===== src/rtl/crc_stuffed_frame_encoder_top_assert.svh =====
// assertion macros shared by the queue and back modules
`ifndef CRC_STUFFED_FRAME_ENCODER_TOP_ASSERT_SVH
`define CRC_STUFFED_FRAME_ENCODER_TOP_ASSERT_SVH

// same-cycle implication, checked out of reset
`define CRCSFE_ASSERT_NOW(label, ante, cons, msg) \
	label: assert property (@(posedge clk) disable iff (!arst_n) (ante) |-> (cons)) \
		else $error(msg);

// next-cycle implication, checked out of reset
`define CRCSFE_ASSERT_NEXT(label, ante, cons, msg) \
	label: assert property (@(posedge clk) disable iff (!arst_n) (ante) |=> (cons)) \
		else $error(msg);

`endif


===== src/rtl/crcsfe_pkg.sv =====
package crcsfe_pkg;

	localparam logic [15:0] SEED_RESET = 16'd58005;
	localparam logic [7:0]  ESC_BYTE   = 8'd253;
	localparam logic [7:0]  START_BYTE = 8'd255;
	localparam logic [7:0]  END_BYTE   = 8'd254;

	localparam int FIFO_DEPTH = 4;
	localparam int PTR_W      = $clog2(FIFO_DEPTH);
	localparam int CNT_W      = $clog2(FIFO_DEPTH + 1);

	// one classified request as handed from front to back
	typedef struct packed {
		logic        start;
		logic        last;
		logic [7:0]  data;
		logic [15:0] crc;
	} crcsfe_desc_t;

	// crc-16 ccitt 0x1021, one byte, msb first
	function automatic logic [15:0] crc_next(input logic [15:0] acc, input logic [7:0] b);
		logic [7:0] x;
		logic [7:0] hi;
		logic [7:0] lo;
		x  = acc[15:8] ^ b;
		x  = x ^ {4'b0000, x[7:4]};
		hi = acc[7:0] ^ {x[3:0], 4'b0000} ^ {3'b000, x[7:3]};
		lo = x ^ {x[2:0], 5'b00000};
		return {hi, lo};
	endfunction

endpackage


===== src/rtl/crc_stuffed_frame_encoder_top.sv =====
// byte-stuffed frame encoder with crc-16 ccitt (0x1021, msb first). each request is one
// payload byte plus packet_last. the first byte of a packet is preceded by start byte 255 and
// the crc restarts from crc_seed (reset 58005); any byte of 253 or more goes out as 253
// then byte minus 253; after the last byte come the crc low byte, the crc high byte (both
// escaped) and end byte 254. run_last marks the final line byte of each request and
// frame_end marks the 254. the front takes one request per cycle while full is low and
// computes the crc in that cycle; the back sends one line byte per cycle while its output
// register is free or being popped. a request yields 1 to 8 line bytes (typically 1 or 2),
// and a back that had gone idle first loads the request. a request reaches the result
// side through a queue entry, the back's descriptor register and the output register. a
// 4-entry queue sits between the two and an output register feeds the result side, so
// bursts are absorbed and both sides stall independently. crc_seed may be rewritten only
// while the block is idle; it is picked up at the next packet start.
module crc_stuffed_frame_encoder_top
	import crcsfe_pkg::*;
(
	input  logic        clk,
	input  logic        arst_n,
	// request side
	input  logic        push,
	output logic        full,
	input  logic [7:0]  payload_byte,
	input  logic        packet_last,
	// result side
	output logic        empty,
	input  logic        pop,
	output logic [7:0]  line_byte,
	output logic        run_last,
	output logic        frame_end,
	// crc seed register
	input  logic        cfg_we,
	input  logic [15:0] cfg_wdata
);

	logic [15:0]  crc_seed_q;
	logic         accept;
	crcsfe_desc_t front_desc;
	crcsfe_desc_t head_desc;
	logic         fifo_empty;
	logic         head_take;

	// seed register, no read-back
	always_ff @(posedge clk or negedge arst_n) begin
		if (!arst_n) begin
			crc_seed_q <= SEED_RESET;
		end else if (cfg_we) begin
			crc_seed_q <= cfg_wdata;
		end
	end

	// request taken whenever the queue has room
	assign accept = push & ~full;

	// front: crc update and frame tracking, one request per cycle while the queue is not full
	crcsfe_front u_front (
		.clk          (clk),
		.arst_n       (arst_n),
		.accept       (accept),
		.payload_byte (payload_byte),
		.packet_last  (packet_last),
		.crc_seed     (crc_seed_q),
		.desc         (front_desc)
	);

	// decoupling queue between classification and byte emission
	crcsfe_fifo u_fifo (
		.clk     (clk),
		.arst_n  (arst_n),
		.wr      (accept),
		.wr_data (front_desc),
		.rd      (head_take),
		.rd_data (head_desc),
		.full    (full),
		.empty   (fifo_empty)
	);

	// back: sequences start, escaped data, crc and end bytes
	crcsfe_back u_back (
		.clk        (clk),
		.arst_n     (arst_n),
		.head       (head_desc),
		.head_valid (~fifo_empty),
		.head_take  (head_take),
		.pop        (pop),
		.empty      (empty),
		.line_byte  (line_byte),
		.run_last   (run_last),
		.frame_end  (frame_end)
	);

endmodule


===== src/rtl/crcsfe_front.sv =====
module crcsfe_front
	import crcsfe_pkg::*;
(
	input  logic         clk,
	input  logic         arst_n,
	input  logic         accept,
	input  logic [7:0]   payload_byte,
	input  logic         packet_last,
	input  logic [15:0]  crc_seed,
	output crcsfe_desc_t desc
);

	logic [15:0] crc_q;
	logic        inside_q;
	logic [15:0] acc;
	logic [15:0] crc_new;

	// a new frame starts from the seed
	assign acc     = inside_q ? crc_q : crc_seed;
	assign crc_new = crc_next(acc, payload_byte);

	assign desc.start = ~inside_q;
	assign desc.last  = packet_last;
	assign desc.data  = payload_byte;
	assign desc.crc   = crc_new;

	always_ff @(posedge clk or negedge arst_n) begin
		if (!arst_n) begin
			crc_q    <= SEED_RESET;
			inside_q <= 1'b0;
		end else if (accept) begin
			if (packet_last) begin
				crc_q    <= crc_seed;
				inside_q <= 1'b0;
			end else begin
				crc_q    <= crc_new;
				inside_q <= 1'b1;
			end
		end
	end

endmodule


===== src/rtl/crcsfe_fifo.sv =====
`include "crc_stuffed_frame_encoder_top_assert.svh"

module crcsfe_fifo
	import crcsfe_pkg::*;
(
	input  logic         clk,
	input  logic         arst_n,
	input  logic         wr,
	input  crcsfe_desc_t wr_data,
	input  logic         rd,
	output crcsfe_desc_t rd_data,
	output logic         full,
	output logic         empty
);

	crcsfe_desc_t           mem_q [FIFO_DEPTH];
	logic [PTR_W-1:0]       wr_ptr_q;
	logic [PTR_W-1:0]       rd_ptr_q;
	logic [CNT_W-1:0]       count_q;
	logic                   do_wr;
	logic                   do_rd;

	assign full    = (count_q == CNT_W'(FIFO_DEPTH));
	assign empty   = (count_q == '0);
	assign do_wr   = wr & ~full;
	assign do_rd   = rd & ~empty;
	assign rd_data = mem_q[rd_ptr_q];

	always_ff @(posedge clk) begin
		if (do_wr) begin
			mem_q[wr_ptr_q] <= wr_data;
		end
	end

	always_ff @(posedge clk or negedge arst_n) begin
		if (!arst_n) begin
			wr_ptr_q <= '0;
			rd_ptr_q <= '0;
			count_q  <= '0;
		end else begin
			if (do_wr) begin
				wr_ptr_q <= wr_ptr_q + PTR_W'(1);
			end
			if (do_rd) begin
				rd_ptr_q <= rd_ptr_q + PTR_W'(1);
			end
			case ({do_wr, do_rd})
				2'b10:   count_q <= count_q + CNT_W'(1);
				2'b01:   count_q <= count_q - CNT_W'(1);
				default: count_q <= count_q;
			endcase
		end
	end

	`CRCSFE_ASSERT_NOW(a_count_bound, 1'b1, count_q <= CNT_W'(FIFO_DEPTH), "queue count overflow")
	`CRCSFE_ASSERT_NOW(a_ptr_track, 1'b1, (count_q == '0) || (count_q == CNT_W'(FIFO_DEPTH)) || (wr_ptr_q != rd_ptr_q), "queue pointers disagree with count")
	`CRCSFE_ASSERT_NOW(a_full_empty, 1'b1, !(full && empty), "queue full and empty at once")

endmodule


===== src/rtl/crcsfe_back.sv =====
`include "crc_stuffed_frame_encoder_top_assert.svh"

module crcsfe_back
	import crcsfe_pkg::*;
(
	input  logic         clk,
	input  logic         arst_n,
	input  crcsfe_desc_t head,
	input  logic         head_valid,
	output logic         head_take,
	input  logic         pop,
	output logic         empty,
	output logic [7:0]   line_byte,
	output logic         run_last,
	output logic         frame_end
);

	typedef enum logic [4:0] {
		PH_START = 5'b00001,
		PH_DATA  = 5'b00010,
		PH_LO    = 5'b00100,
		PH_HI    = 5'b01000,
		PH_END   = 5'b10000
	} phase_t;

	crcsfe_desc_t desc_q;
	logic         busy_q;
	phase_t       phase_q;
	phase_t       nxt_phase;
	logic         esc2_q;
	logic         out_valid_q;
	logic [7:0]   line_byte_q;
	logic         run_last_q;
	logic         frame_end_q;

	logic [7:0]   v;
	logic         escapable;
	logic         need_esc;
	logic [7:0]   emit;
	logic         done;
	logic         advance;
	logic         load;

	always_comb begin
		v         = desc_q.data;
		nxt_phase = PH_END;
		case (phase_q)
			PH_START: begin
				v         = START_BYTE;
				nxt_phase = PH_DATA;
			end
			PH_DATA: begin
				v         = desc_q.data;
				nxt_phase = PH_LO;
			end
			PH_LO: begin
				v         = desc_q.crc[7:0];
				nxt_phase = PH_HI;
			end
			PH_HI: begin
				v         = desc_q.crc[15:8];
				nxt_phase = PH_END;
			end
			PH_END: begin
				v         = END_BYTE;
				nxt_phase = PH_END;
			end
			default: begin
				v         = desc_q.data;
				nxt_phase = PH_END;
			end
		endcase
	end

	assign escapable = (phase_q != PH_START) && (phase_q != PH_END);
	assign need_esc  = escapable && !esc2_q && (v >= ESC_BYTE);
	assign emit      = esc2_q ? (v - ESC_BYTE) : (need_esc ? ESC_BYTE : v);
	assign done      = !need_esc && ((phase_q == PH_END) || ((phase_q == PH_DATA) && !desc_q.last));

	// busy and output slot free or being drained
	assign advance   = busy_q && (!out_valid_q || pop);
	assign load      = head_valid && (!busy_q || (advance && done));
	assign head_take = load;

	assign empty     = ~out_valid_q;
	assign line_byte = line_byte_q;
	assign run_last  = run_last_q;
	assign frame_end = frame_end_q;

	always_ff @(posedge clk) begin
		if (load) begin
			desc_q <= head;
		end
		if (advance) begin
			line_byte_q <= emit;
			run_last_q  <= done;
			frame_end_q <= (phase_q == PH_END);
		end
	end

	always_ff @(posedge clk or negedge arst_n) begin
		if (!arst_n) begin
			busy_q      <= 1'b0;
			phase_q     <= PH_START;
			esc2_q      <= 1'b0;
			out_valid_q <= 1'b0;
		end else begin
			if (advance) begin
				out_valid_q <= 1'b1;
			end else if (pop) begin
				out_valid_q <= 1'b0;
			end
			if (load) begin
				busy_q  <= 1'b1;
				phase_q <= head.start ? PH_START : PH_DATA;
				esc2_q  <= 1'b0;
			end else if (advance) begin
				if (done) begin
					busy_q <= 1'b0;
				end
				esc2_q <= need_esc;
				if (!need_esc) begin
					phase_q <= nxt_phase;
				end
			end
		end
	end

	`CRCSFE_ASSERT_NOW(a_end_byte, out_valid_q && frame_end_q, (line_byte_q == END_BYTE) && run_last_q, "end marker without end byte or run_last")
	`CRCSFE_ASSERT_NOW(a_esc_phase, esc2_q, (phase_q == PH_DATA) || (phase_q == PH_LO) || (phase_q == PH_HI), "escape pending outside an escapable byte")
	`CRCSFE_ASSERT_NEXT(a_esc_follow, advance && need_esc, out_valid_q && (line_byte_q == ESC_BYTE) && !run_last_q, "escape byte not emitted")

endmodule

===== config.mk =====
export PLATFORM = sky130hd
export DESIGN_NAME = crc_stuffed_frame_encoder_top
export DESIGN_NICKNAME = d
export VERILOG_FILES = /design/src/rtl/crcsfe_pkg.sv /design/src/rtl/crc_stuffed_frame_encoder_top.sv /design/src/rtl/crcsfe_front.sv /design/src/rtl/crcsfe_fifo.sv /design/src/rtl/crcsfe_back.sv
export VERILOG_INCLUDE_DIRS = /design/src /design/src/rtl
export SDC_FILE = /design/constraint.sdc
export NUM_CORES = 1
export LEC_CHECK = 0
export ABC_AREA = 1
export BUFFER_PORTS_ARGS = -buffer_cell sky130_fd_sc_hd__buf_2
export CORE_MARGIN = 1
export CORE_UTILIZATION = 40
export DETAILED_ROUTE_END_ITERATION = 10
export SYNTH_ARGS = -nofsm -noshare
export SYNTH_HDL_FRONTEND = slang
export SYNTH_HIERARCHICAL = 1
export SYNTH_SLANG_ARGS = --single-unit

===== constraint.sdc =====
create_clock -name clk -period 12.1 [get_ports clk]
set_clock_uncertainty 0.1 [all_clocks]
set_input_delay 1.815 -clock clk [delete_from_list [all_inputs] [get_ports clk]]
set_output_delay 1.815 -clock clk [all_outputs]
set_load 0.01 [all_outputs]

==> results of run 1 <==
## per-stage QoR
step	std cells	hold slack [ns]
final	1263	0.368
after detailed placement	1232	0.362
after global routing	1263	0.383
after CTS	1263	0.374
after global placement	1232	0.353
after floorplan	908	0.342
## metal layers
metal / up-vias / share of wire [%] / routed length (microns)
li1: 3045 / - / -
met1: 2812 / 45 / 8200
met2: 96 / 50 / 9020
met3: 13 / 3.9 / 713
met4: 0 / 1.3 / 232
met5: - / 0 / 0
## cell usage after synthesis
cell type  number  share of area, %
a211oi_1        1             0.080
a21oi_1         1             0.054
a21oi_2         1             0.094
and2_1          8              0.54
buf_12          5               1.1
buf_2           7              0.38
buf_4          16               1.3
buf_6           6              0.72
buf_8           2              0.32
clkbuf_1        4              0.16
clkinv_1        2             0.080
dfrtp_1        31               8.3
dfstp_2        17               4.8
edfxtp_1      139                45
fa_1            1              0.21
ha_1            7              0.94
inv_1         134               5.4
inv_2          12              0.48
inv_6           2              0.19
nand2_1       272                11
nand2_2        21               1.4
nand2_4         3              0.36
nand2_8         1              0.21
nand3_1        72               3.9
nand3_2         5              0.54
nand3_4         2              0.38
nand3b_1        1             0.080
nand4_1        14              0.94
nor2_1         13              0.52
nor2_2          2              0.13
nor2_4          6              0.72
o211ai_1        7              0.56
o211ai_2       49               6.6
o21ai_0        19               1.0
o21ai_1         2              0.11
o21ai_2         2              0.19
o21bai_1        3              0.24
o221ai_1        1             0.094
o22ai_1         8              0.54
or2_2           1             0.067
xnor2_1         3              0.28
xor2_1          5              0.47
## state kept, by name (all words and copies together) (netlist names)
name and count:
u_fifo/mem_q 104, u_back/desc_q 25, crc_seed_q 16, u_front/crc_q 16, u_back/line_byte 8, u_back/phase_q 5
u_fifo/count_q 3, u_fifo/rd_ptr_q 2, u_fifo/wr_ptr_q 2, u_back/busy_q 1, u_back/esc2_q 1, u_back/frame_end 1
u_back/out_valid_q 1, u_back/run_last 1, u_front/inside_q 1
## where the power goes
part,switching (mW),leakage [nW],internal (mW)
combinational,0.741,2.35,0.330
clock,0.247,0.260,0.268
sequential,0.0769,1.84,1.00
total,1.07,4.45,1.60
## area by class of cell
type / count / share of cell area (%)
Clock buffer: 18 / 4.21
Clock inverter: 13 / 1.08
Inverter: 150 / 5.63
Multi-Input combinational cell: 531 / 29.5
Sequential cell: 187 / 52.9
Tap cell: 313 / 3.84
Timing Repair Buffer: 51 / 2.75
## critical path: cells and delay by family, from the launching register on
kind | cells | cell delay (ns)
and+or+nand+nor | 18 | 1.93
adders and majority gates | 3 | 0.72
buffers and inverters | 6 | 0.66
DFF | 1 | 0.43
AOI/OAI and AO/OA | 1 | 0.14
## cells by family after synthesis
logic type,count (synthesis)
AOI/OAI and AO/OA,94
buffers and inverters,190
xor gates and xnor gates,8
and+or+nand+nor,421
adders and majority gates,8
DFF,187
## worst min-delay path by stage
| stage | to | cells past startpoint |
|---|---|---|
| after floorplan | crc_seed_q[4]$_DFFE_PN1P_ | 2 |
| final | crc_seed_q[2]$_DFFE_PN1P_ | 2 |
| after detailed placement | crc_seed_q[2]$_DFFE_PN1P_ | 2 |
| after CTS | crc_seed_q[2]$_DFFE_PN1P_ | 2 |
| after global routing | crc_seed_q[2]$_DFFE_PN1P_ | 2 |
| after global placement | crc_seed_q[4]$_DFFE_PN1P_ | 2 |
==> flow_summary.toml, run 1 <==
[critical_path]
cp_slowest_cell = "dfrtp_1"
worstSetupPathType = "register to register"
critPathCaptureType = "register"
timing.rr.end = "u_fifo/count_q[2]$_DFFE_PN0P_"
crit_start = "u_back/phase_q[1]$_DFFE_PN0P_"
r2r_slack_ns = 7.98
crit_path_max_fanout = 28
max_stage_delay_ns = 0.43
cp-start-kind = "register"
r2r_start = "u_back/phase_q[1]$_DFFE_PN0P_"
cp.arrival_ns = 4.33
worst_ep_required_time_ns = 12.32
reg2reg_depth = 28
path_common_cell = "nand2_1"
endpoint = "u_fifo/count_q[2]$_DFFE_PN0P_"

[detailed_routing]
first_pass_iters = 5
vias = 5966
routed_wl_mm = 18.2
ant_nets = 0
wl_per_cell_microns = 14.4
drc_errors = 0
viasPerCell = 4.72
drt_iter0_markers = 389

[cells_and_area]
multi_input_area_sq_mm = 0.00301
final_common_cell = "nand2_1"
final_cell_mix = "nand2_1 (272), edfxtp_1 (139), inv_1 (134)"
synthToLayoutAreaGrowth_pct = 9.15
drive_gt1_share_pct = 22.0
regArea_sq_mm = 0.00540
nFillCells = 2159
nNetsFinal = 976
antenna-diode-count = 0
final_area_sq_mm = 0.0102
final_core_util_pct = 44.7

[placed_design]
io_buffers = 41
dpl_worst_slack_ns = 7.60
post_dp_cell_area_sq_mm = 0.00965
hpwl_mm = 12.4
place_congestion = 0.815

[floorplanning]
die_area_sq_mm = 0.0240
die_y_microns = 155
coreArea_sq_mm = 0.0228
row_count = 55
pin_count = 42
die_w_microns = 155
initial_core_util_pct = 41.0

[synth]
synth_xor_xnor_area_share_pct = 0.750
synthSimpleGateAreaFrac_pct = 20.7
synth_cell_types = 42
syn_area_sq_mm = 0.00934
muxShareOfSynthArea_pct = 0
synthAdderAreaFrac_pct = 1.15
synth_top_family_by_area = "simple AND/OR/NAND/NOR gates"
syn_inst = 908
synth.avg_cell_area_sq_um = 10.3
yosys_warnings = 6
synth_compound_area_share_pct = 9.54
seq_area_frac_synth_pct = 57.8
synth_fp_nets = 946
yosys_register_bits = 187

[power]
p_total_mw = 2.66
p_per_area_mw_per_mm2 = 261
leakagePower_nw = 4.45
ir_worst_vdd_v = 0.0000944

[hold_path]
hp-class = "register to register"
hold_start = "crc_seed_q[2]$_DFFE_PN1P_"

[global_route]
global_route.usage.met1_pct = 20.6
grt_busiest_layer = "met2"
grt_pass1_wl_mm = 29.6
use_met3_pct = 3.42
grtUsageMet2_pct = 27.5
antenna_found_initial = 0
grt.total_usage_pct = 16.4
grt_pass1_vias = 5815
grt_max_degree = 57
grt_overflow_total = 0

[sta]
fin_crit_ns = 4.12
setup_slack_ns = 7.98
setup_viol = 0
period_share_pct = 34.0
fmax_mhz = 243
rsz0062_at_grt = "no"
worst-slew-pin-transition_ns = 0.879
slew_headroom_pct = 41.2
setup_tns_ns = 0
hold_violations = 0
slew_violations = 0

[clock_network]
path_clk_slew_ns = 0.07
postCtsSetupRepairBufs = 0
numCtsBuffers = 17
cts_root_buffer = "clkbuf_16"
cts_tree = "built"
cts_max_level = 4
cts_resized = 0
insertion_delay_ns = 0.43
clk_path_buf_depth = 2
cts.sinks = 187
cts_hold_buf = 0

[run_status]
status = "finished, final reports clean"

[run]
drv_cap = 0
No activity file was read; power rests on OpenSTA's default activity.
==> run 2, diff against run 1 <==
Clock period 12.1 ns to 3.7 ns, I/O delays scaled along.
==> flow_summary.toml, run 2 (same netlist as run 1, synthesis figures left out) <==
[clock_network]
cts_hold_buf = 0
path_clk_slew_ns = 0.07
cts_root_buffer = "clkbuf_16"
cts_tree = "built"
numCtsBuffers = 17
insertion_delay_ns = 0.43
clk_path_buf_depth = 2
cts.sinks = 187
cts_max_level = 4

[floorplanning]
row_count = 55
coreArea_sq_mm = 0.0228
die_y_microns = 155
initial_core_util_pct = 41.0
die_area_sq_mm = 0.0240
die_w_microns = 155
pin_count = 42

[critical_path]
path_common_cell = "nand2_1"
r2r_slack_ns = 0.25
max_stage_delay_ns = 0.56
worst_ep_required_time_ns = 3.93
crit_path_max_fanout = 8
worstSetupPathType = "register to register"
r2r_start = "u_back/phase_q[0]$_DFFE_PN1P_"
reg2reg_depth = 28
timing.rr.end = "u_fifo/count_q[2]$_DFFE_PN0P_"
cp_slowest_cell = "dfstp_2"
cp.arrival_ns = 3.67
cp-start-kind = "register"
critPathCaptureType = "register"

[power]
ir_worst_vdd_v = 0.000350
leakagePower_nw = 4.55
p_per_area_mw_per_mm2 = 880

[placed_design]
post_dp_cell_area_sq_mm = 0.00971
dpl_worst_slack_ns = 0.0900
place_congestion = 0.909
io_buffers = 41
hpwl_mm = 12.4

[global_route]
grt_overflow_total = 0
grt_pass1_vias = 5728
grt_pass1_wl_mm = 29.4
grt.total_usage_pct = 16.1
grt_max_degree = 55
antenna_found_initial = 0

[cells_and_area]
reg_top3 = "u_fifo/mem_q: 104 flops, u_back/desc_q: 25 flops"
nNetsFinal = 987
multi_input_area_sq_mm = 0.00305
regArea_sq_mm = 0.00540
final_area_sq_mm = 0.0104
final_cell_mix = "nand2_1 (271), edfxtp_1 (139), inv_1 (130)"
largest_reg_flops = 104
drive_gt1_share_pct = 24.5
nFillCells = 2163
final_common_cell = "nand2_1"
antenna-diode-count = 0
synthToLayoutAreaGrowth_pct = 11.6
regMostFlops = "u_fifo/mem_q"

[run_status]
status = "finished, final reports clean"

[sta]
period_share_pct = 93.2
setup_slack_ns = 0.252
worst-slew-pin-transition_ns = 0.681
hold_violations = 0
fmax_mhz = 290
fin_crit_ns = 3.45
slew_violations = 0
slew_headroom_pct = 54.6
setup_viol = 0
setup_tns_ns = 0

[detailed_routing]
vias = 6015
routed_wl_mm = 18.3
wl_per_cell_microns = 14.4
drt_iter0_markers = 216
viasPerCell = 4.72
ant_nets = 0
drc_errors = 0
first_pass_iters = 5

[hold_path]
hp-class = "primary input to asynchronous set/reset pin"

[run]
drv_cap = 0
run 2: how the worst max path moves through the flow:
stage                     slack, ns                       endpoint                          start  cells after the start
after floorplan               0.006  u_fifo/count_q[1]$_DFFE_PN0P_  u_back/phase_q[0]$_DFFE_PN1P_                     24
after global placement         0.18  u_fifo/count_q[2]$_DFFE_PN0P_  u_back/phase_q[0]$_DFFE_PN1P_                     28
after detailed placement       0.09  u_fifo/count_q[2]$_DFFE_PN0P_  u_back/phase_q[0]$_DFFE_PN1P_                     28
after CTS                      0.09  u_fifo/count_q[2]$_DFFE_PN0P_  u_back/phase_q[0]$_DFFE_PN1P_                     28
after global routing          -0.02  u_fifo/count_q[2]$_DFFE_PN0P_  u_back/phase_q[0]$_DFFE_PN1P_                     28
final                          0.25  u_fifo/count_q[2]$_DFFE_PN0P_  u_back/phase_q[0]$_DFFE_PN1P_                     28
run 2: metal layers:
layer / global-route usage [%] / up-vias / part of all wire (%)
li1: - / 3072 / -
met1: 20.5 / 2796 / 46
met2: 27.0 / 125 / 48
met3: 3.22 / 22 / 3.5
met4: 6.46 / 0 / 2.0
met5: 0 / - / 0
run 2: timing repair:
item                                    in CTS  in global routing
buffers inserted                             0                  5
endpoints found under the setup margin       0                  2
gates resized for setup                      0                 17
run 2: worst max-delay path: cells and delay by family (launching register included):
kind,cells,cell delay [ns]
adders and majority gates,3,0.66
buffers and inverters,6,0.39
and+or+nand+nor,18,1.51
AOI/OAI and AO/OA,1,0.12
DFF,1,0.56
run 2: cell type report:
cell class	count	area share [%]
Multi-Input combinational cell	531	29.3
Inverter	150	5.55
Clock inverter	15	1.96
Timing Repair Buffer	62	3.60
Tap cell	313	3.76
Clock buffer	17	4.08
Sequential cell	187	51.8
run 2: where the power goes:
part           switching, mW  internal [mW]
Clock                  0.841           1.09
Combinational           2.50           1.20
Sequential             0.261           3.27
Total                   3.60           5.57
run 2: through the flow:
stage,power (mW),instances,hold slack [ns],util (%)
5_1_grt,9.81,1275,0.0934,45.8
6_report,9.17,1275,0.0601,45.8
3_5_place_dp,7.19,1238,0.358,42.6
4_1_cts,9.13,1270,0.0736,45.4
3_3_place_gp,7.11,1238,0.355,42.6
2_1_floorplan,6.36,908,0.159,-
==> run 3, diff against run 2 <==
Settings changed: CELL_PAD_IN_SITES_DETAIL_PLACEMENT set to 1, CELL_PAD_IN_SITES_GLOBAL_PLACEMENT set to 1, HOLD_SLACK_MARGIN set to 0.06, PLACE_DENSITY_LB_ADDON set to 0.1.
==> flow_summary.toml, run 3 (same netlist as run 1, synthesis figures left out) <==
[placed_design]
io_buffers = 41
place_congestion = 0.786
placed_cells = 1239
dpl_worst_slack_ns = 0.00977
hpwl_mm = 14.6

[clock_network]
numCtsBuffers = 17
clk_path_buf_depth = 2
cts_hold_buf = 0
cts_max_level = 4
cts.sinks = 187
cts_root_buffer = "clkbuf_16"
cts_tree = "built"
path_clk_slew_ns = 0.07
insertion_delay_ns = 0.43

[floorplanning]
die_y_microns = 155
row_count = 55
die_w_microns = 155
coreArea_sq_mm = 0.0228
initial_core_util_pct = 41.0
pin_count = 42
die_area_sq_mm = 0.0240

[detailed_routing]
drt_iter0_markers = 268
wl_per_cell_microns = 16.6
ant_nets = 0
first_pass_iters = 4
viasPerCell = 4.81
vias = 6158
drc_errors = 0
routed_wl_mm = 21.2

[critical_path]
critPathBufInv = 6
critPathCaptureType = "register"
worstSetupPathType = "register to register"
reg2reg_depth = 28
cp_slowest_cell = "dfstp_2"
path_common_cell = "nand2_1"
cp-start-kind = "register"
worst_ep_required_time_ns = 3.92
critPathTopFamily = "simple AND/OR/NAND/NOR gates"
endpoint = "u_fifo/count_q[2]$_DFFE_PN0P_"
crit_start = "u_back/phase_q[0]$_DFFE_PN1P_"
r2r_start = "u_back/phase_q[0]$_DFFE_PN1P_"
max_stage_delay_ns = 0.57
crit_path_max_fanout = 3
worstSetupPathDepth = 28
r2r_slack_ns = 0.26
timing.rr.end = "u_fifo/count_q[2]$_DFFE_PN0P_"
cp.arrival_ns = 3.66

[cells_and_area]
final_core_util_pct = 45.7
nFillCells = 2580
nNetsFinal = 991
reg_top3 = "u_fifo/mem_q: 104 flops, u_back/desc_q: 25 flops"
antenna-diode-count = 0
final_cell_mix = "nand2_1 (270), edfxtp_1 (139), inv_1 (129)"
final_cell_count_no_fill = 1279
largest_reg_flops = 104
regMostFlops = "u_fifo/mem_q"
synthToLayoutAreaGrowth_pct = 11.4
final_common_cell = "nand2_1"
drive_gt1_share_pct = 25.3

[sta]
setup_tns_ns = 0
hold_violations = 0
period_share_pct = 92.9
rsz0062_at_grt = "no"
setup_slack_ns = 0.262
slew_headroom_pct = 40.7
setup_viol = 0
slew_violations = 0
worst-slew-pin-transition_ns = 0.889
fmax_mhz = 291
fin_crit_ns = 3.44

[power]
ir_worst_vdd_v = 0.000304
p_per_area_mw_per_mm2 = 877
leakagePower_nw = 4.53
p_total_mw = 9.12

[global_route]
grt_overflow_total = 0
antenna_found_initial = 0
grt_pass1_wl_mm = 34.2
grt.total_usage_pct = 19.0
grt_max_degree = 48
grt_pass1_vias = 6406

[hold_path]
hp-class = "primary input to asynchronous set/reset pin"

[run_status]
status = "finished, final reports clean"

[run]
drv_cap = 0
## run 3: changes by cell type in the layout (fill, tap and decap cells not counted), moves of 2 or more
cell and change:
bufinv_16 -3, nor2_1 -2, buf_4 +5, clkinvlp_4 +2
clkinv_4 +2, inv_6 -3
## run 3: area by class of cell
class | instances | area, sq um | share of cell area [%]
inverters | 150 | 579 | 5.57
multi-input cells | 531 | 3080 | 29.6
clock buffers | 18 | 429 | 4.12
well taps | 313 | 392 | 3.76
flip-flops and latches | 187 | 5400 | 51.9
repair buffers | 66 | 393 | 3.78
clock inverters | 14 | 131 | 1.26
## run 3: stage by stage
step           area [sq um]  hold slack [ns]
2_1_floorplan          9340            0.159
3_3_place_gp           9710            0.355
3_5_place_dp           9710            0.359
4_1_cts               10300            0.149
5_1_grt               10400            0.161
6_report              10400            0.126
## run 3: worst reg2reg max path: cells and delay by family (launching register included)
family | cells | cell delay (ns)
adders and majority gates | 3 | 0.72
and+or+nand+nor | 18 | 1.46
AOI/OAI and AO/OA | 1 | 0.11
buffers and inverters | 6 | 0.38
DFF | 1 | 0.57
## run 3: per-layer routing
layer	up-vias	global-route usage [%]	wire, microns
met5	-	0	0
met2	72	33.8	10600
met3	29	3.84	467
li1	3071	-	-
met4	0	6.08	397
met1	2986	23.1	9730
## run 3: power by group
group | total, mW | switching [mW] | leakage, nW | internal, mW
Combinational | 3.82 | 2.60 | 2.43 | 1.23
Clock | 1.74 | 0.855 | 0.264 | 0.888
Sequential | 3.55 | 0.277 | 1.83 | 3.28
Total | 9.12 | 3.73 | 4.53 | 5.39
## run 3: worst min path at each step
| stage | start | to | cells past startpoint |
|---|---|---|---|
| detailed placement | crc_seed_q[4]$_DFFE_PN1P_ | crc_seed_q[4]$_DFFE_PN1P_ | 2 |
| floorplan | arst_n | crc_seed_q[10]$_DFFE_PN0P_ | 0 |
| CTS | arst_n | u_fifo/count_q[1]$_DFFE_PN0P_ | 1 |
| global placement | crc_seed_q[4]$_DFFE_PN1P_ | crc_seed_q[4]$_DFFE_PN1P_ | 2 |
| global route | arst_n | u_fifo/count_q[2]$_DFFE_PN0P_ | 1 |
| finish | arst_n | u_fifo/count_q[1]$_DFFE_PN0P_ | 1 |
## run 3: timing repair
item                       CTS  global route
gates cloned                 0             0
setup endpoints to repair    1             2
buffers inserted             0             8
pin swaps                    0            11
gates resized for setup      3            22
